### src/hdl/tgd_pkg.sv
// ----------------------------------------------------------------------------
// tgd_pkg
// Shared types, constants and helper functions of the tilt gesture dimmer.
// ----------------------------------------------------------------------------
package tgd_pkg;

  localparam int TGD_TIMER_BITS = 16;

  // Configuration register indexes.
  localparam int CFG_INDEX_BITS = 3;
  localparam logic [CFG_INDEX_BITS-1:0] CFG_TILT_TRIP         = 3'd0;
  localparam logic [CFG_INDEX_BITS-1:0] CFG_CENTER_BAND       = 3'd1;
  localparam logic [CFG_INDEX_BITS-1:0] CFG_HOLD_MS           = 3'd2;
  localparam logic [CFG_INDEX_BITS-1:0] CFG_DIRECTION_LOCK_MS = 3'd3;
  localparam logic [CFG_INDEX_BITS-1:0] CFG_BATTERY_OK_LEVEL  = 3'd4;

  // Configuration reset values.
  localparam int TILT_TRIP_RST         = 96;
  localparam int CENTER_BAND_RST       = 48;
  localparam int HOLD_MS_RST           = 1000;
  localparam int DIRECTION_LOCK_MS_RST = 1000;
  localparam int BATTERY_OK_LEVEL_RST  = 534;

  // Timing of the fades and of the manual steps, in milliseconds.
  localparam int FADE_UP_PERIOD      = 20;
  localparam int FADE_DN_SLOW_PERIOD = 20;
  localparam int FADE_DN_FAST_PERIOD = 4;
  localparam int STEP_UP_PERIOD      = 7;
  localparam int STEP_DN_PERIOD      = 10;

  // Level thresholds and step sizes.
  localparam int LEVEL_LOW_SAVED = 40;
  localparam int LEVEL_MID       = 75;
  localparam int LEVEL_HIGH      = 150;
  localparam int LEVEL_FLOOR     = 15;
  localparam int LEVEL_MAX       = 255;
  localparam int SAVED_LEVEL_RST = 50;
  localparam int FADE_UP_SMALL   = 1;
  localparam int FADE_UP_LARGE   = 3;
  localparam int FADE_DN_LARGE   = 10;
  localparam int STEP_DN_HIGH    = 3;
  localparam int STEP_DN_MID     = 2;
  localparam int STEP_DN_LOW     = 1;

  typedef enum logic [2:0] {
    DIR_NONE      = 3'd0,
    DIR_ROLL_POS  = 3'd1,
    DIR_ROLL_NEG  = 3'd2,
    DIR_PITCH_POS = 3'd3,
    DIR_PITCH_NEG = 3'd4
  } tgd_dir_t;

  typedef enum logic [1:0] {
    FADE_NONE,
    FADE_UP,
    FADE_DOWN
  } tgd_fade_t;

  typedef struct packed {
    logic [11:0] tilt_trip;
    logic [11:0] center_band;
    logic [15:0] hold_ms;
    logic [15:0] direction_lock_ms;
    logic [9:0]  battery_ok_level;
  } tgd_cfg_t;

  // Level state that the axis updates, the fades and the top level all touch.
  typedef struct packed {
    logic        ramping_up;
    logic        ramping_down;
    logic        level_adjusted;
    tgd_dir_t    last_direction;
    logic [7:0]  current_level;
    logic [7:0]  saved_level;
  } tgd_dim_t;

  typedef struct packed {
    logic     on_state;
    logic     away_from_center;
    logic     pending_off;
    logic     roll_tilted;
    logic     pitch_tilted;
    logic     was_unplugged;
    tgd_dim_t dim;
  } tgd_state_t;

  // Magnitude of a 13-bit signed angle, returned as 14 bits; the most negative code gives 4096.
  function automatic logic [13:0] tgd_mag(input logic signed [12:0] v);
    logic signed [13:0] v14;
    v14 = {v[12], v};
    return v[12] ? 14'(-v14) : 14'(v14);
  endfunction

  // Direction of a clear single-axis tilt, or the previous direction if none.
  function automatic tgd_dir_t tgd_dir_pick(input logic signed [12:0] r,
                                            input logic signed [12:0] p,
                                            input logic [11:0]        th,
                                            input tgd_dir_t           last);
    logic [13:0]        mr;
    logic [13:0]        mp;
    logic [13:0]        thu;
    logic signed [13:0] rs;
    logic signed [13:0] ps;
    logic signed [13:0] ths;
    tgd_dir_t           res;
    mr  = tgd_mag(r);
    mp  = tgd_mag(p);
    thu = {2'b00, th};
    rs  = {r[12], r};
    ps  = {p[12], p};
    ths = $signed({2'b00, th});
    if (mp <= thu && rs >= ths) begin
      res = DIR_ROLL_POS;
    end else if (mp <= thu && rs <= -ths) begin
      res = DIR_ROLL_NEG;
    end else if (mr <= thu && ps >= ths) begin
      res = DIR_PITCH_POS;
    end else if (mr <= thu && ps <= -ths) begin
      res = DIR_PITCH_NEG;
    end else begin
      res = last;
    end
    return res;
  endfunction

endpackage

### src/hdl/tgd_cfg_regs.sv
// ----------------------------------------------------------------------------
// tgd_cfg_regs
// Configuration register file, written by index.
// ----------------------------------------------------------------------------
module tgd_cfg_regs import tgd_pkg::*; (
  input  logic                      clk,
  input  logic                      rst,
  input  logic                      wr_en,
  input  logic [CFG_INDEX_BITS-1:0] wr_index,
  input  logic [15:0]               wr_data,
  output tgd_cfg_t                  cfg
);

  always_ff @(posedge clk) begin
    if (rst) begin
      cfg.tilt_trip         <= 12'(TILT_TRIP_RST);
      cfg.center_band       <= 12'(CENTER_BAND_RST);
      cfg.hold_ms           <= 16'(HOLD_MS_RST);
      cfg.direction_lock_ms <= 16'(DIRECTION_LOCK_MS_RST);
      cfg.battery_ok_level  <= 10'(BATTERY_OK_LEVEL_RST);
    end else if (wr_en) begin
      // Writes to unused indexes are dropped.
      unique case (wr_index)
        CFG_TILT_TRIP:         cfg.tilt_trip         <= wr_data[11:0];
        CFG_CENTER_BAND:       cfg.center_band       <= wr_data[11:0];
        CFG_HOLD_MS:           cfg.hold_ms           <= wr_data;
        CFG_DIRECTION_LOCK_MS: cfg.direction_lock_ms <= wr_data;
        CFG_BATTERY_OK_LEVEL:  cfg.battery_ok_level  <= wr_data[9:0];
        default: begin
        end
      endcase
    end
  end

endmodule

### src/hdl/tgd_axis.sv
// ----------------------------------------------------------------------------
// tgd_axis
// Tilt detection, hold timing and manual level stepping for one axis.
// ----------------------------------------------------------------------------
module tgd_axis import tgd_pkg::*; #(
  parameter int TIMER_BITS = TGD_TIMER_BITS
) (
  input  tgd_cfg_t               cfg,
  input  logic signed [12:0]     angle,
  input  logic signed [12:0]     roll,
  input  logic signed [12:0]     pitch,
  input  logic                   need_on,
  input  tgd_dir_t               dir_pos,
  input  tgd_dir_t               dir_neg,
  input  logic                   on_state,
  input  logic                   tilted_in,
  input  logic [TIMER_BITS-1:0]  hold_in,
  input  tgd_dim_t               dim_in,
  input  logic [TIMER_BITS-1:0]  adjust_in,
  input  logic [TIMER_BITS-1:0]  dirtime_in,
  output logic                   tilted_out,
  output logic [TIMER_BITS-1:0]  hold_out,
  output tgd_dim_t               dim_out,
  output logic [TIMER_BITS-1:0]  adjust_out,
  output logic [TIMER_BITS-1:0]  dirtime_out
);

  localparam int CW = (TIMER_BITS > 16) ? TIMER_BITS : 16;

  logic signed [13:0] angle_s;
  logic signed [13:0] th_s;
  logic               is_pos;
  logic               is_neg;

  assign angle_s = {angle[12], angle};
  assign th_s    = $signed({2'b00, cfg.tilt_trip});
  assign is_pos  = angle_s >= th_s;
  assign is_neg  = angle_s <= -th_s;

  always_comb begin
    tilted_out  = tilted_in;
    hold_out    = hold_in;
    dim_out     = dim_in;
    adjust_out  = adjust_in;
    dirtime_out = dirtime_in;
    if (is_pos || is_neg) begin
      if (!tilted_in) begin
        hold_out               = '0;
        tilted_out             = 1'b1;
        dim_out.level_adjusted = 1'b0;
      end
      if (CW'(hold_out) >= CW'(cfg.hold_ms) && (on_state || !need_on)) begin
        // Tilting against the remembered direction dims; anything else brightens.
        if ((dim_in.last_direction == dir_pos && is_neg) ||
            (dim_in.last_direction == dir_neg && is_pos)) begin
          if (adjust_in >= TIMER_BITS'(STEP_DN_PERIOD)) begin
            adjust_out = '0;
            if (dim_in.current_level > 8'(LEVEL_FLOOR)) begin
              if (dim_in.current_level > 8'(LEVEL_HIGH)) begin
                dim_out.current_level = dim_in.current_level - 8'(STEP_DN_HIGH);
              end else if (dim_in.current_level > 8'(LEVEL_MID)) begin
                dim_out.current_level = dim_in.current_level - 8'(STEP_DN_MID);
              end else begin
                dim_out.current_level = dim_in.current_level - 8'(STEP_DN_LOW);
              end
              dim_out.saved_level = dim_out.current_level;
            end
          end
          dim_out.ramping_down   = 1'b1;
          dim_out.level_adjusted = 1'b1;
        end else begin
          if (adjust_in >= TIMER_BITS'(STEP_UP_PERIOD)) begin
            adjust_out = '0;
            if (dim_in.current_level < 8'(LEVEL_MAX)) begin
              dim_out.current_level = dim_in.current_level + 8'd1;
              dim_out.saved_level   = dim_out.current_level;
            end
          end
          if (CW'(dirtime_in) > CW'(cfg.direction_lock_ms)) begin
            dim_out.last_direction = tgd_dir_pick(roll, pitch, cfg.tilt_trip,
                                                  dim_in.last_direction);
            dirtime_out = '0;
          end
          dim_out.ramping_up = 1'b1;
        end
      end
    end else begin
      tilted_out = 1'b0;
    end
  end

endmodule

### src/hdl/tgd_fade.sv
// ----------------------------------------------------------------------------
// tgd_fade
// Automatic fade toward the saved level or toward dark at stepped rates.
// ----------------------------------------------------------------------------
module tgd_fade import tgd_pkg::*; #(
  parameter int TIMER_BITS = TGD_TIMER_BITS
) (
  input  tgd_fade_t             mode,
  input  logic [7:0]            cur_in,
  input  logic [7:0]            saved,
  input  logic                  ramping_down,
  input  logic [TIMER_BITS-1:0] up_time_in,
  input  logic [TIMER_BITS-1:0] down_time_in,
  output logic [7:0]            cur_out,
  output logic [TIMER_BITS-1:0] up_time_out,
  output logic [TIMER_BITS-1:0] down_time_out
);

  logic                  saved_low;
  logic [8:0]            up_sum;
  logic [TIMER_BITS-1:0] down_period;

  assign saved_low   = saved < 8'(LEVEL_LOW_SAVED);
  assign up_sum      = {1'b0, cur_in} +
                       (saved_low ? 9'(FADE_UP_SMALL) : 9'(FADE_UP_LARGE));
  assign down_period = saved_low ? TIMER_BITS'(FADE_DN_SLOW_PERIOD)
                                 : TIMER_BITS'(FADE_DN_FAST_PERIOD);

  always_comb begin
    cur_out       = cur_in;
    up_time_out   = up_time_in;
    down_time_out = down_time_in;
    unique case (mode)
      FADE_UP: begin
        if (up_time_in >= TIMER_BITS'(FADE_UP_PERIOD)) begin
          up_time_out = '0;
          if (cur_in < saved && !ramping_down) begin
            cur_out = (up_sum > 9'(LEVEL_MAX)) ? 8'(LEVEL_MAX) : up_sum[7:0];
          end
        end
      end
      FADE_DOWN: begin
        if (down_time_in >= down_period) begin
          down_time_out = '0;
          if (cur_in != 8'd0) begin
            if (!saved_low && cur_in > 8'(LEVEL_MID)) begin
              cur_out = cur_in - 8'(FADE_DN_LARGE);
            end else begin
              cur_out = cur_in - 8'd1;
            end
          end
        end
      end
      default: begin
      end
    endcase
  end

endmodule

### src/hdl/tilt_gesture_dimmer_unit.sv
// ----------------------------------------------------------------------------
// tilt_gesture_dimmer_unit
// Tilt-gesture lamp dimmer: one item per millisecond tick in, one level out.
// ----------------------------------------------------------------------------
// Usage. Each input item is one millisecond tick carrying the corrected roll
// and pitch angles, the charger status and a battery sample. An item is taken
// at a rising edge with in_valid high and in_stall low. Every item yields
// exactly one result item (led_level, lamp_on), offered on out_valid and
// taken at an edge where out_stall is low.
// The item lands in an input register; from there the whole tick update runs
// as one combinational pass into the state and result registers. Throughput
// is one item per cycle; the only limit is the single result register, so
// in_stall rises only when the input register and the result register are
// both full and the receiver stalls.
// While out_stall is held, the pending result holds its value and the block
// keeps one more item in its input register before it stalls the sender.
// Configuration registers are written through cfg_valid/cfg_ready with
// cfg_index and cfg_data; cfg_ready is always high. Write them only while no
// items are in flight. Unknown indexes are ignored.
// Reset (synchronous, active high) restores the register defaults, turns the
// lamp off at level zero with saved level fifty, and empties both registers.
// ----------------------------------------------------------------------------
module tilt_gesture_dimmer_unit import tgd_pkg::*; #(
  parameter int TIMER_BITS = TGD_TIMER_BITS
) (
  input  logic                      clk,
  input  logic                      rst,
  input  logic                      in_valid,
  output logic                      in_stall,
  input  logic signed [12:0]        roll_angle,
  input  logic signed [12:0]        pitch_angle,
  input  logic                      charger_present,
  input  logic [9:0]                battery_sample,
  output logic                      out_valid,
  input  logic                      out_stall,
  output logic [7:0]                led_level,
  output logic                      lamp_on,
  input  logic                      cfg_valid,
  output logic                      cfg_ready,
  input  logic [CFG_INDEX_BITS-1:0] cfg_index,
  input  logic [15:0]               cfg_data
);

  localparam int                    CW        = (TIMER_BITS > 16) ? TIMER_BITS : 16;
  localparam logic [TIMER_BITS-1:0] TIMER_MAX = {TIMER_BITS{1'b1}};

  function automatic logic [TIMER_BITS-1:0] tick(input logic [TIMER_BITS-1:0] t);
    return (t == TIMER_MAX) ? TIMER_MAX : t + TIMER_BITS'(1);
  endfunction

  tgd_cfg_t cfg;

  // Input register.
  logic               s1_valid;
  logic signed [12:0] s1_roll;
  logic signed [12:0] s1_pitch;
  logic               s1_charger;
  logic [9:0]         s1_battery;
  logic               in_take;
  logic               advance;

  // Persistent state.
  tgd_state_t            st;
  logic [TIMER_BITS-1:0] roll_hold_time;
  logic [TIMER_BITS-1:0] pitch_hold_time;
  logic [TIMER_BITS-1:0] fade_up_time;
  logic [TIMER_BITS-1:0] fade_down_time;
  logic [TIMER_BITS-1:0] adjust_time;
  logic [TIMER_BITS-1:0] direction_time;

  // Timers after this tick's advance.
  logic [TIMER_BITS-1:0] t_roll;
  logic [TIMER_BITS-1:0] t_pitch;
  logic [TIMER_BITS-1:0] t_adj;
  logic [TIMER_BITS-1:0] t_dir;

  // Axis chain: roll first, then pitch sees what roll left.
  logic                  r_tilted;
  logic [TIMER_BITS-1:0] r_hold;
  tgd_dim_t              r_dim;
  logic [TIMER_BITS-1:0] r_adj;
  logic [TIMER_BITS-1:0] r_dir;
  logic                  p_tilted;
  logic [TIMER_BITS-1:0] p_hold;
  tgd_dim_t              p_dim;
  logic [TIMER_BITS-1:0] p_adj;
  logic [TIMER_BITS-1:0] p_dir;

  // State after gestures and centering, before the fade.
  tgd_state_t            mid;
  logic [TIMER_BITS-1:0] mid_roll_hold;
  logic [TIMER_BITS-1:0] mid_pitch_hold;
  logic [TIMER_BITS-1:0] mid_adj;
  logic [TIMER_BITS-1:0] mid_dir;
  tgd_fade_t             fade_mode;

  logic [7:0]            fade_level;
  logic [TIMER_BITS-1:0] fade_up_next;
  logic [TIMER_BITS-1:0] fade_down_next;
  tgd_state_t            st_next;

  // --------------------------------------------------------------------------
  // Handshake. The input register empties whenever the result register can
  // take a new value, so items flow back to back.
  // --------------------------------------------------------------------------
  assign advance   = s1_valid && (!out_valid || !out_stall);
  assign in_stall  = s1_valid && out_valid && out_stall;
  assign in_take   = in_valid && !in_stall;
  assign cfg_ready = 1'b1;

  tgd_cfg_regs u_cfg (
    .clk      (clk),
    .rst      (rst),
    .wr_en    (cfg_valid && cfg_ready),
    .wr_index (cfg_index),
    .wr_data  (cfg_data),
    .cfg      (cfg)
  );

  always_ff @(posedge clk) begin
    if (rst) begin
      s1_valid <= 1'b0;
    end else if (in_take) begin
      s1_valid <= 1'b1;
    end else if (advance) begin
      s1_valid <= 1'b0;
    end
  end

  always_ff @(posedge clk) begin
    if (in_take) begin
      s1_roll    <= roll_angle;
      s1_pitch   <= pitch_angle;
      s1_charger <= charger_present;
      s1_battery <= battery_sample;
    end
  end

  // --------------------------------------------------------------------------
  // Tick update. Every timer advances first, then the two axes run in order.
  // --------------------------------------------------------------------------
  assign t_roll  = tick(roll_hold_time);
  assign t_pitch = tick(pitch_hold_time);
  assign t_adj   = tick(adjust_time);
  assign t_dir   = tick(direction_time);

  tgd_axis #(.TIMER_BITS(TIMER_BITS)) u_roll (
    .cfg         (cfg),
    .angle       (s1_roll),
    .roll        (s1_roll),
    .pitch       (s1_pitch),
    .need_on     (1'b1),
    .dir_pos     (DIR_ROLL_POS),
    .dir_neg     (DIR_ROLL_NEG),
    .on_state    (st.on_state),
    .tilted_in   (st.roll_tilted),
    .hold_in     (t_roll),
    .dim_in      (st.dim),
    .adjust_in   (t_adj),
    .dirtime_in  (t_dir),
    .tilted_out  (r_tilted),
    .hold_out    (r_hold),
    .dim_out     (r_dim),
    .adjust_out  (r_adj),
    .dirtime_out (r_dir)
  );

  // Pitch adjusts the level even while the lamp is off.
  tgd_axis #(.TIMER_BITS(TIMER_BITS)) u_pitch (
    .cfg         (cfg),
    .angle       (s1_pitch),
    .roll        (s1_roll),
    .pitch       (s1_pitch),
    .need_on     (1'b0),
    .dir_pos     (DIR_PITCH_POS),
    .dir_neg     (DIR_PITCH_NEG),
    .on_state    (st.on_state),
    .tilted_in   (st.pitch_tilted),
    .hold_in     (t_pitch),
    .dim_in      (r_dim),
    .adjust_in   (r_adj),
    .dirtime_in  (r_dir),
    .tilted_out  (p_tilted),
    .hold_out    (p_hold),
    .dim_out     (p_dim),
    .adjust_out  (p_adj),
    .dirtime_out (p_dir)
  );

  always_comb begin
    mid            = st;
    mid_roll_hold  = t_roll;
    mid_pitch_hold = t_pitch;
    mid_adj        = t_adj;
    mid_dir        = t_dir;
    fade_mode      = FADE_NONE;
    if (s1_charger) begin
      // Plugging the charger back in arms a switch-off.
      if (st.was_unplugged) begin
        mid.was_unplugged = 1'b0;
        mid.pending_off   = 1'b1;
      end
      mid.roll_tilted  = r_tilted;
      mid.pitch_tilted = p_tilted;
      mid_roll_hold    = r_hold;
      mid_pitch_hold   = p_hold;
      mid.dim          = p_dim;
      mid_adj          = p_adj;
      mid_dir          = p_dir;

      // A fresh tilt from center switches on, or arms a switch-off if on.
      if ((mid.roll_tilted || mid.pitch_tilted) && !mid.away_from_center) begin
        if (!mid.on_state) begin
          mid.on_state         = 1'b1;
          mid.away_from_center = 1'b1;
          if (CW'(mid_dir) > CW'(cfg.direction_lock_ms)) begin
            mid.dim.last_direction = tgd_dir_pick(s1_roll, s1_pitch, cfg.tilt_trip,
                                                  mid.dim.last_direction);
            mid_dir = '0;
          end
        end else begin
          mid.pending_off      = 1'b1;
          mid.away_from_center = 1'b1;
        end
      end

      // Back at center: carry out an armed switch-off unless the level was adjusted or is ramping up.
      if (tgd_mag(s1_roll) <= {2'b00, cfg.center_band} &&
          tgd_mag(s1_pitch) <= {2'b00, cfg.center_band} && mid.away_from_center) begin
        if (mid.pending_off && !mid.dim.ramping_up && !mid.dim.level_adjusted) begin
          mid.on_state    = 1'b0;
          mid.pending_off = 1'b0;
        end
        mid.away_from_center = 1'b0;
        mid_roll_hold        = TIMER_MAX;
        mid_pitch_hold       = TIMER_MAX;
        mid.dim.ramping_up   = 1'b0;
        mid.dim.ramping_down = 1'b0;
      end

      if (mid.on_state && !mid.dim.ramping_down) begin
        fade_mode = FADE_UP;
      end else if (!mid.on_state && !mid.dim.ramping_down && !mid.dim.ramping_up &&
                   !mid.dim.level_adjusted) begin
        fade_mode = FADE_DOWN;
      end
    end else begin
      // On battery the lamp stays lit only while the battery is healthy.
      if (s1_battery > cfg.battery_ok_level) begin
        mid.away_from_center = 1'b1;
        fade_mode            = FADE_UP;
      end else begin
        fade_mode = FADE_DOWN;
      end
      mid.was_unplugged = 1'b1;
    end
  end

  tgd_fade #(.TIMER_BITS(TIMER_BITS)) u_fade (
    .mode          (fade_mode),
    .cur_in        (mid.dim.current_level),
    .saved         (mid.dim.saved_level),
    .ramping_down  (mid.dim.ramping_down),
    .up_time_in    (tick(fade_up_time)),
    .down_time_in  (tick(fade_down_time)),
    .cur_out       (fade_level),
    .up_time_out   (fade_up_next),
    .down_time_out (fade_down_next)
  );

  always_comb begin
    st_next                   = mid;
    st_next.dim.current_level = fade_level;
  end

  // --------------------------------------------------------------------------
  // State and result registers.
  // --------------------------------------------------------------------------
  always_ff @(posedge clk) begin
    if (rst) begin
      st.on_state           <= 1'b0;
      st.away_from_center   <= 1'b0;
      st.pending_off        <= 1'b0;
      st.roll_tilted        <= 1'b0;
      st.pitch_tilted       <= 1'b0;
      st.was_unplugged      <= 1'b0;
      st.dim.ramping_up     <= 1'b0;
      st.dim.ramping_down   <= 1'b0;
      st.dim.level_adjusted <= 1'b0;
      st.dim.last_direction <= DIR_NONE;
      st.dim.current_level  <= 8'd0;
      st.dim.saved_level    <= 8'(SAVED_LEVEL_RST);
      roll_hold_time        <= '0;
      pitch_hold_time       <= '0;
      fade_up_time          <= TIMER_MAX;
      fade_down_time        <= TIMER_MAX;
      adjust_time           <= TIMER_MAX;
      direction_time        <= TIMER_MAX;
    end else if (advance) begin
      st              <= st_next;
      roll_hold_time  <= mid_roll_hold;
      pitch_hold_time <= mid_pitch_hold;
      fade_up_time    <= fade_up_next;
      fade_down_time  <= fade_down_next;
      adjust_time     <= mid_adj;
      direction_time  <= mid_dir;
    end
  end

  always_ff @(posedge clk) begin
    if (rst) begin
      out_valid <= 1'b0;
    end else if (advance) begin
      out_valid <= 1'b1;
    end else if (!out_stall) begin
      out_valid <= 1'b0;
    end
  end

  always_ff @(posedge clk) begin
    if (advance) begin
      led_level <= st_next.dim.current_level;
      lamp_on   <= st_next.on_state;
    end
  end

`ifndef SYNTHESIS
  // The sender is stalled only when both registers hold items.
  assert property (@(posedge clk) disable iff (rst)
    in_stall |-> (s1_valid && out_valid))
    else $error("in_stall raised with a free register");

  // A processed tick always produces a result in the next cycle.
  assert property (@(posedge clk) disable iff (rst)
    advance |=> out_valid)
    else $error("processed tick did not produce a result");

  // A taken result with nothing behind it leaves the output empty.
  assert property (@(posedge clk) disable iff (rst)
    (out_valid && !out_stall && !advance) |=> !out_valid)
    else $error("result repeated after it was taken");
`endif

endmodule
### config.mk
export PLATFORM = sky130hd
export DESIGN_NAME = tilt_gesture_dimmer_unit
export DESIGN_NICKNAME = d
export VERILOG_FILES = /design/src/hdl/tgd_pkg.sv /design/src/hdl/tgd_cfg_regs.sv /design/src/hdl/tgd_axis.sv /design/src/hdl/tgd_fade.sv /design/src/hdl/tilt_gesture_dimmer_unit.sv
export SDC_FILE = /design/constraint.sdc
export NUM_CORES = 1
export LEC_CHECK = 0
export ABC_AREA = 1
export BUFFER_PORTS_ARGS = -buffer_cell sky130_fd_sc_hd__buf_2
export CAP_MARGIN = 10
export CORE_ASPECT_RATIO = 0.7
export CORE_MARGIN = 3
export CORE_UTILIZATION = 55
export DETAILED_ROUTE_END_ITERATION = 6
export PLACE_DENSITY_LB_ADDON = 0.08
export SYNTH_ARGS = -nofsm -noshare
export SYNTH_HDL_FRONTEND = slang
export SYNTH_SLANG_ARGS = --single-unit
### constraint.sdc
create_clock -name clk -period 11.15 [get_ports clk]
set_input_delay 2.23 -clock clk [delete_from_list [all_inputs] [get_ports clk]]
set_output_delay 2.23 -clock clk [all_outputs]
set_load 0.01 [all_outputs]
Yosys cells after proc, flatten, opt, wreduce, memory -nomap -nowiden:

Index checks and enable logic that the tools add are counted.

* bits in registers: 238
* bits of input ports: 61
* word-level logic and storage cells: 274

* add/sub/neg operators: 20
* magnitude comparators: 32
* equality and inequality tests: 17
* mux-type cells: 122
* reductions and logical operators: 52

Operators with widths (count)
* 16-bit 2-to-1 mux: 53
* 16-bit by 1-bit adder with 16-bit output (second input constant): 6
* 16-bit == test (second input constant): 6
* 22-bit 2-to-1 mux: 4
* 8-bit 2-to-1 mux: 10
* 3-bit 2-to-1 mux: 23
* 14-bit by 12-bit less-or-equal comparator with 1-bit output: 4
* 16-bit greater-or-equal comparator: 3
* 16-bit > comparator: 3
* 16-bit by 3-bit greater-or-equal comparator with 1-bit output (second input constant): 2
* 16-bit by 4-bit greater-or-equal comparator with 1-bit output (second input constant): 2
* 8-bit by 2-bit subtractor with 8-bit output (second input constant): 4
* 13-bit by 14-bit less-or-equal comparator with 1-bit output: 2
* 14-bit 2-to-1 mux: 2
* 13-bit negation with 14-bit output: 2
* 13-bit greater-or-equal comparator: 2
* 8-bit by 7-bit > comparator with 1-bit output (second input constant): 3
* 1-bit logical AND: 24
* 8-bit by 1-bit subtractor with 8-bit output (second input constant): 3
* 21-bit 2-to-1 mux: 1
* 1-bit 2-to-1 mux: 18
* 2-bit 2-to-1 mux: 9
* 8-bit by 1-bit adder with 8-bit output (second input constant): 2
* 16-bit by 5-bit greater-or-equal comparator with 1-bit output (second input constant): 1
* 24 further kinds: 54

Longest topological paths before layout:

Gate-level depths: netlist of run 1.

* depth in word-level cells: 36
* mapped depth: 59
* depth with buffers taken out: 59

Modules after synthesis:

Synthesis of run 1 repeated with hierarchy kept, for this count alone.

* cell total of the unflattened synthesis: 4607
* area, all modules: 29185.5 um^2

Modules (own cells, without submodules)
* tilt_gesture_dimmer_unit: times used 1, cells an instance 1832, area each 12672.2 um^2, seq. area each 3903.7 um^2
* tgd_axis at u_pitch: times used 1, cells an instance 1020, area each 6072.1 um^2, seq. area each 0.0 um^2
* tgd_axis at u_roll: times used 1, cells an instance 1027, area each 6002.0 um^2, seq. area each 0.0 um^2
* tgd_cfg_regs: times used 1, cells an instance 371, area each 2645.0 um^2, seq. area each 1321.3 um^2
* tgd_fade: times used 1, cells an instance 357, area each 1794.2 um^2, seq. area each 0.0 um^2

Worst setup path before layout of run 1:

Ideal clock, no wire load.

* path kind: reg-to-reg
* from: register roll_hold_time[0]
* to: register direction_time[10]
* library setup time: 79 ps
* arrival time: 7019 ps
* data required time: 11071 ps
* slack: 4052 ps
* stages on the path, launching flop included: 55
* buffers on the path: 3
* cells stage by stage: dfxtp_1 ha_1 nand3_1 nor3_1 inv_1 nor4_1 inv_1 nor2_1 nand2_1 nor2_1 inv_1 o21ai_0 a21o_1 nand2_1 inv_1 ha_1 nand2_1 inv_1 (+19 left out) nand2_1 nor2_1 inv_1 clkbuf_1 nand2_1 inv_1 ha_1 nand2_1 inv_1 a221oi_1 o21a_1 o21ai_0 a211oi_1 a21oi_1 nand4_1 nand2_1 clkbuf_1 o211ai_1

* word-level cells in the longest chain between the ends: 19
* elaborated cells on any way between the ends: 26

Ends and longest elaborated chain
* start: declaration: RTL line tilt_gesture_dimmer_unit.sv:64 `logic [TIMER_BITS-1:0] roll_hold_time;`
* start signal: assignment: RTL line tilt_gesture_dimmer_unit.sv:301 `roll_hold_time <= mid_roll_hold;`
* 16-bit by 1-bit adder with 16-bit output or 16-bit == test (tied branches): RTL line tilt_gesture_dimmer_unit.sv:48 `return (t == TIMER_MAX) ? TIMER_MAX : t + TIMER_BITS'(1);`
* 16-bit 2-to-1 mux *: RTL line tilt_gesture_dimmer_unit.sv:48
* 16-bit 2-to-1 mux *: RTL line tgd_axis.sv:47 `if (!tilted_in) begin`
* 16-bit 2-to-1 mux *: RTL line tgd_axis.sv:46 `if (is_pos || is_neg) begin`
* 16-bit greater-or-equal comparator *: RTL line tgd_axis.sv:52 `if (CW'(hold_out) >= CW'(cfg.hold_ms) && (on_state || !need_on)) begin`
* 1-bit logical AND *: RTL line tgd_axis.sv:52
* branches (longest 7 deep; another with 16-bit > comparator)
* 16-bit 2-to-1 mux *: RTL line tgd_axis.sv:46
* 16-bit > comparator: RTL line tilt_gesture_dimmer_unit.sv:216 `if (CW'(mid_dir) > CW'(cfg.direction_lock_ms)) begin`
* 16-bit 2-to-1 mux: RTL line tilt_gesture_dimmer_unit.sv:216
* 16-bit 2-to-1 mux: RTL line tilt_gesture_dimmer_unit.sv:213 `if (!mid.on_state) begin`
* 16-bit 2-to-1 mux *: RTL line tilt_gesture_dimmer_unit.sv:212 `if ((mid.roll_tilted || mid.pitch_tilted) && !mid.away_from_center) begin`
* 16-bit 2-to-1 mux *: RTL line tilt_gesture_dimmer_unit.sv:197 `if (s1_charger) begin`
* end signal: assignment: RTL line tilt_gesture_dimmer_unit.sv:306 `direction_time <= mid_dir;`
* end: declaration: RTL line tilt_gesture_dimmer_unit.sv:69 `logic [TIMER_BITS-1:0] direction_time;`

Every way passes the cells marked *. The select of a mux whose other input is x is not followed.
A chain may end at the register's enable or synchronous reset.

Final worst setup path of run 1:

* from: register roll_hold_time[0]
* to: register direction_time[14]

Same word-level chain as after synthesis.

==> reports/qor.yml, run 1 <==
status: "finished, final reports clean"
avgSynthCellArea_um2: 6.782
remaining_drc_errors: 0
rsz0062_at_grt: "no"
numPortBuffers: 71
ctsHoldBuffers: 0
final_cells: 3566
rows: 58
dp_hpwl_um: 50740
synth_seq_cells: 238
synth.distinct_cells: 64
drt-initial-drc-count: 2665
fin_skew_ns: 0.01325
fin_crit_sh_pct: 86.64
holdWs_ns: 0.4683
die_h_um: 168.2
p_per_area_nw_per_um2: 133.2
syn_inst: 3046
antennaDiodeCount: 0
ant_nets: 0
cts_resized: 0
grt_max_degree: 101
first_pass_iters: 6
path_clk_slew_ns: 0.06
ios: 73
start_util_pct: 56.59
viasPerCell: 5.948
critPathMaxFanout: 16
fmaxAchievable_mhz: 103.5
slew_headroom_pct: 23.23
worstSetupPathType: "reg2reg"
area_growth_pct: 7.431
leakagePower_nw: 10.75
finalPower_w: 0.002957
period_needed_ns: 9.660
fin_util_pct: 60.80
ys_seq_area_share_pct: 25.29
worstMarginPinSlew_ns: 1.149
dpl.cell_count: 3516
track_usage_pct: 31.78
hold_class: "reg2reg"
die_w_um: 237.6
cts_setup_buffers: 0
cts_tree: "yes"
grt_pass1_vias: 18470
drive_gt1_share_pct: 8.425
final_hold_viol_count: 0
setup_viol: 0
cap_violations: 0
vias: 21210
wl_per_cell_um: 18.46
htree_levels: 1
gp_congestion: 1.001
finalNetCount: 3343
max-clock-path-buffers: 3
overflow: 0
ir_drop_uv: 136.5
cts_buffers: 27
synth_area_leaders: "dfxtp_1, ha_1, nand2_1"
design.core.area_um2: 36500
drt_wl_total_um: 65810
cp.arrival_ns: 10.13
crit_path_start_kind: "register"
finalMaxSlewViolations: 0
worst_path_largest_cell_delay_ns: 0.62
end_kind: "register"
synth_edf_count: 46
async_flop_share_pct: 0
clock_latency_ns: 0.58
synth_ff_type: "dfxtp_1"
floorplan.die_area_um2: 39960
synth.top_cell.area_share_pct: 18.61
syn-num-nets: 3324
required_ns: 11.62
cts_sinks: 238
finalSetupTns_ns: 0
ys_warn_count: 0
antenna_found_initial: 0
worst_path_max_delay_cell: "nor2_1"
grt_pass1_wl_um: 102100
clock-root-buffer: "clkbuf_16"
netlist_area_um2: 20660
yosysTopAreaCell: "dfxtp_1"
==> report_power, final <==
| group | internal (W) | switching, W | total [W] |
|---|---|---|---|
| Combinational | 0.000342 | 0.000699 | 0.00104 |
| Clock | 0.000529 | 0.000387 | 0.000916 |
| Sequential | 0.000940 | 0.0000602 | 0.00100 |
| Total | 0.00181 | 0.00115 | 0.00296 |
==> kinds of logic (layout without fill, tap and decap cells) <==
logic type | after synthesis | after routing | synth area share [%]
AND/OR/NAND/NOR | 1265 | 1265 | 27.65
flip-flops | 238 | 238 | 25.29
AO/OA/AOI/OAI | 702 | 702 | 20.22
XOR/XNOR | 83 | 83 | 3.519
adder cells (fa/ha/maj) | 217 | 217 | 13.18
other | 1 | 1 | 0.01815
buffers and inverters | 540 | 580 | 10.11
==> flip-flops by register name (all words and copies together), names as in the netlist, 8 cells and up <==
signal / flops
u_cfg.cfg: 66
st: 28
adjust_time: 16
direction_time: 16
fade_down_time: 16
fade_up_time: 16
pitch_hold_time: 16
roll_hold_time: 16
s1_pitch: 13
s1_roll: 13
s1_battery: 10
led_level: 8
==> metrics by stage <==
step                      area (um^2)  worst slack (ns)
after floorplan                 20660             4.052
after global placement          21310             2.152
after detailed placement        21310             1.686
after CTS                       22190             1.636
after global routing            22190            0.2811
final                           22190             1.490
==> area by class of cell <==
cell class / count / area (um^2)
clock buffers: 42 / 782.0
clock inverters: 8 / 105.1
fillers: 3433 / 14310
inverters: 448 / 1683
multi-input cells: 2268 / 13360
flip-flops and latches: 238 / 5225
well taps: 480 / 600.6
repair buffers: 82 / 437.9
==> cell usage in the layout (no fill, tap or decap), types with 12 or more instances in the layout <==
cell	n
o21ai_0	180
nor2_2	12
nor2_1	278
clkbuf_16	27
inv_1	412
nor4_1	21
nand2_4	12
o22ai_1	12
dfxtp_1	192
nand4_1	46
o211ai_1	64
xor2_1	73
nand3_1	178
buf_2	71
nor3_1	50
a31oi_1	12
edfxtp_1	46
a221oi_1	33
a21oi_1	277
a22oi_1	18
inv_2	24
ha_1	216
o21ai_1	24
nand2_1	588
nand3_2	17
nand2_2	34
==> worst paths after layout <==
| path | start | endpoint | slack, ns | cells past startpoint |
|---|---|---|---|---|
| hold reg to reg | st[22] | st[22] | 0.47 | 2 |
| setup reg to reg | roll_hold_time[0] | direction_time[14] | 1.49 | 51 |
| setup / recovery | roll_hold_time[0] | direction_time[14] | 1.49 | 51 |
| hold / removal | st[22] | st[22] | 0.47 | 2 |
==> cell usage after synthesis (all sizes together) (6+ instances only) <==
library cell  instances
o21ai               206
inv                 436
a211oi                9
nor3                 52
o2111ai               6
xor2                 73
a31oi                12
o31ai                 7
nor4                 22
ha                  216
nor2                300
dfxtp               192
edfxtp               46
a21oi               291
o221ai                9
nand3               198
nand2               634
o211ai               64
clkbuf               71
nand4                46
a22oi                19
a221oi               33
xnor2                10
buf                  21
o22ai                12
clkinv               12
o21a                  6
==> critical path: cells and delay by family, from the launching register on <==
kind / cells / cell delay [ns]
and+or+nand+nor: 23 / 4.55
AOI/OAI and AO/OA: 13 / 2.22
buffers and inverters: 11 / 1.48
adders and majority gates: 4 / 0.91
DFF: 1 / 0.36
==> per-layer routing <==
| metal | track usage, % | share of wire, % |
|---|---|---|
| met3 | 8.236 | 13 |
| met4 | 4.545 | 1.3 |
| met5 | 2.061 | 0.12 |
| met2 | 41.73 | 37 |
| met1 | 51.44 | 49 |
(Power assumes the default switching activity.)
==> run 2: changes to the inputs <==
--- a/config.mk
+++ b/config.mk
@@ -12,6 +12,7 @@
 export CORE_MARGIN = 3
 export CORE_UTILIZATION = 55
 export DETAILED_ROUTE_END_ITERATION = 6
+export GPL_ROUTABILITY_DRIVEN = 0
 export PLACE_DENSITY_LB_ADDON = 0.08
 export SYNTH_ARGS = -nofsm -noshare
 export SYNTH_HDL_FRONTEND = slang
==> constraint.sdc (replaced) <==
create_clock -name clk -period 11.15 [get_ports clk]
set_input_delay 0.5575 -clock clk [delete_from_list [all_inputs] [get_ports clk]]
set_output_delay 0.5575 -clock clk [all_outputs]
set_load 0.01 [all_outputs]
==> reports/qor.yml, run 2 (synthesized netlist as in run 1, its figures left out) <==
viasPerCell: 5.948
area_growth_pct: 7.994
numPortBuffers: 71
drt-initial-drc-count: 2456
fin_util_pct: 61.12
wl_per_cell_um: 18.20
ios: 73
max-clock-path-buffers: 3
top_register: "u_cfg.cfg"
drive_gt1_share_pct: 8.555
design_area_um2: 22310
hp-start: "pitch_angle[6]"
grt_pass1_vias: 19140
overflow: 0
cts_sinks: 238
antennaDiodeCount: 0
drt_wl_total_um: 64910
antenna_found_initial: 0
rsz0062_at_grt: "no"
first_pass_iters: 6
vias: 21210
dp_hpwl_um: 49360
crit_path_start_kind: "register"
cts_setup_buffers: 0
worst_path_max_delay_cell: "nor2_1"
critPathMaxFanout: 16
largest_reg_flops: 66
regToRegSetupSlack_ns: 1.48
slew_headroom_pct: 21.52
fin_crit_sh_pct: 86.72
finalSetupTns_ns: 0
die_h_um: 168.2
ctsHoldBuffers: 0
largestRegisters: "u_cfg.cfg (66), st (28)"
end_kind: "register"
fillers: 3356
grt_pass1_wl_um: 102900
leakagePower_nw: 10.81
cts_buffers: 27
p_per_area_nw_per_um2: 137.2
rows: 58
status: "finished, final reports clean"
final_common_cell: "nand2_1"
grt_max_degree: 102
finalNetCount: 3343
place_area_um2: 21310
final_cell_mix: "nand2_1, inv_1, nor2_1, a21oi_1, ha_1"
cp.arrival_ns: 10.13
clock-root-buffer: "clkbuf_16"
worst_path_largest_cell_delay_ns: 0.65
finalPower_w: 0.003060
final_hold_viol_count: 0
design.core.area_um2: 36500
holdPathStages: 1
htree_levels: 1
fmaxAchievable_mhz: 103.4
cts_resized: 0
r2r-end: "direction_time[7]"
holdPathEnd: "s1_pitch[6]"
ir_drop_uv: 127.4
period_needed_ns: 9.670
hold_class: "in2reg"
holdWs_ns: 0.1542
worstSetupPathType: "reg2reg"
finalMaxSlewViolations: 0
setup_viol: 0
worstMarginPinSlew_ns: 1.174
cap_violations: 0
reg2reg_depth: 51
required_ns: 11.61
r2r_start: "roll_hold_time[0]"
track_usage_pct: 31.77
floorplan.die_area_um2: 39960
fin_skew_ns: 0.01676
start_util_pct: 56.59
cts_tree: "yes"
path_clk_slew_ns: 0.08
clock_latency_ns: 0.58
remaining_drc_errors: 0
ant_nets: 0
die_w_um: 237.6
## run 2: changes by cell type in the layout (fill, tap and decap cells not counted), sizes merged
cell,delta
inv,+2
bufinv,+5
clkinv,+3
clkbuf,-10
## run 2: cell type report
cell class	count	area [um^2]	share of cell area (%)
multi-input combinational	2268	13360	59.88
sequential	238	5225	23.42
inverter	448	1683	7.543
clock buffer	32	714.4	3.202
tap	480	600.6	2.692
timing repair buffer	82	437.9	1.963
clock inverter	18	289.0	1.295
## run 2: how the worst max path moves through the flow
| stage | from | endpoint | slack (ns) |
|---|---|---|---|
| 4_1_cts | roll_hold_time[0] | direction_time[7] | 1.80 |
| 3_5_place_dp | roll_hold_time[0] | direction_time[7] | 1.88 |
| 3_3_place_gp | roll_hold_time[0] | direction_time[7] | 2.29 |
| 5_1_grt | roll_hold_time[0] | direction_time[7] | 0.50 |
| 2_1_floorplan | roll_hold_time[0] | direction_time[10] | 4.05 |
| 6_report | roll_hold_time[0] | direction_time[7] | 1.48 |
## run 2: report_power, final
part | internal [W] | switching, W | leakage (nW) | total [W]
registers | 0.000940 | 0.0000598 | 2.02 | 0.000999
clock network | 0.000623 | 0.000397 | 0.493 | 0.00102
logic | 0.000343 | 0.000697 | 8.29 | 0.00104
total | 0.00191 | 0.00115 | 10.8 | 0.00306
## run 2: worst max-delay path: cells and delay by family (launching register included)
kind,cells,cell delay (ns)
compound gates,13,2.17
fa+ha+maj,4,0.90
flops,1,0.35
simple gates,23,4.59
buf+inv,11,1.52
## run 2: through the flow
stage / std cells / setup WS [ns]
6_report: 3566 / 1.480
5_1_grt: 3566 / 0.5038
4_1_cts: 3566 / 1.799
3_5_place_dp: 3516 / 1.877
3_3_place_gp: 3516 / 2.289
2_1_floorplan: 3046 / 4.052
## run 2: metal layers
| layer | track usage, % | share of wire (%) | vias up |
|---|---|---|---|
| met5 | 1.576 | 0.13 | - |
| met4 | 5.391 | 1.6 | 2 |
| met3 | 9.121 | 13 | 83 |
| met2 | 43.71 | 38 | 1017 |
| met1 | 49.00 | 47 | 9748 |
| li1 | - | - | 10360 |
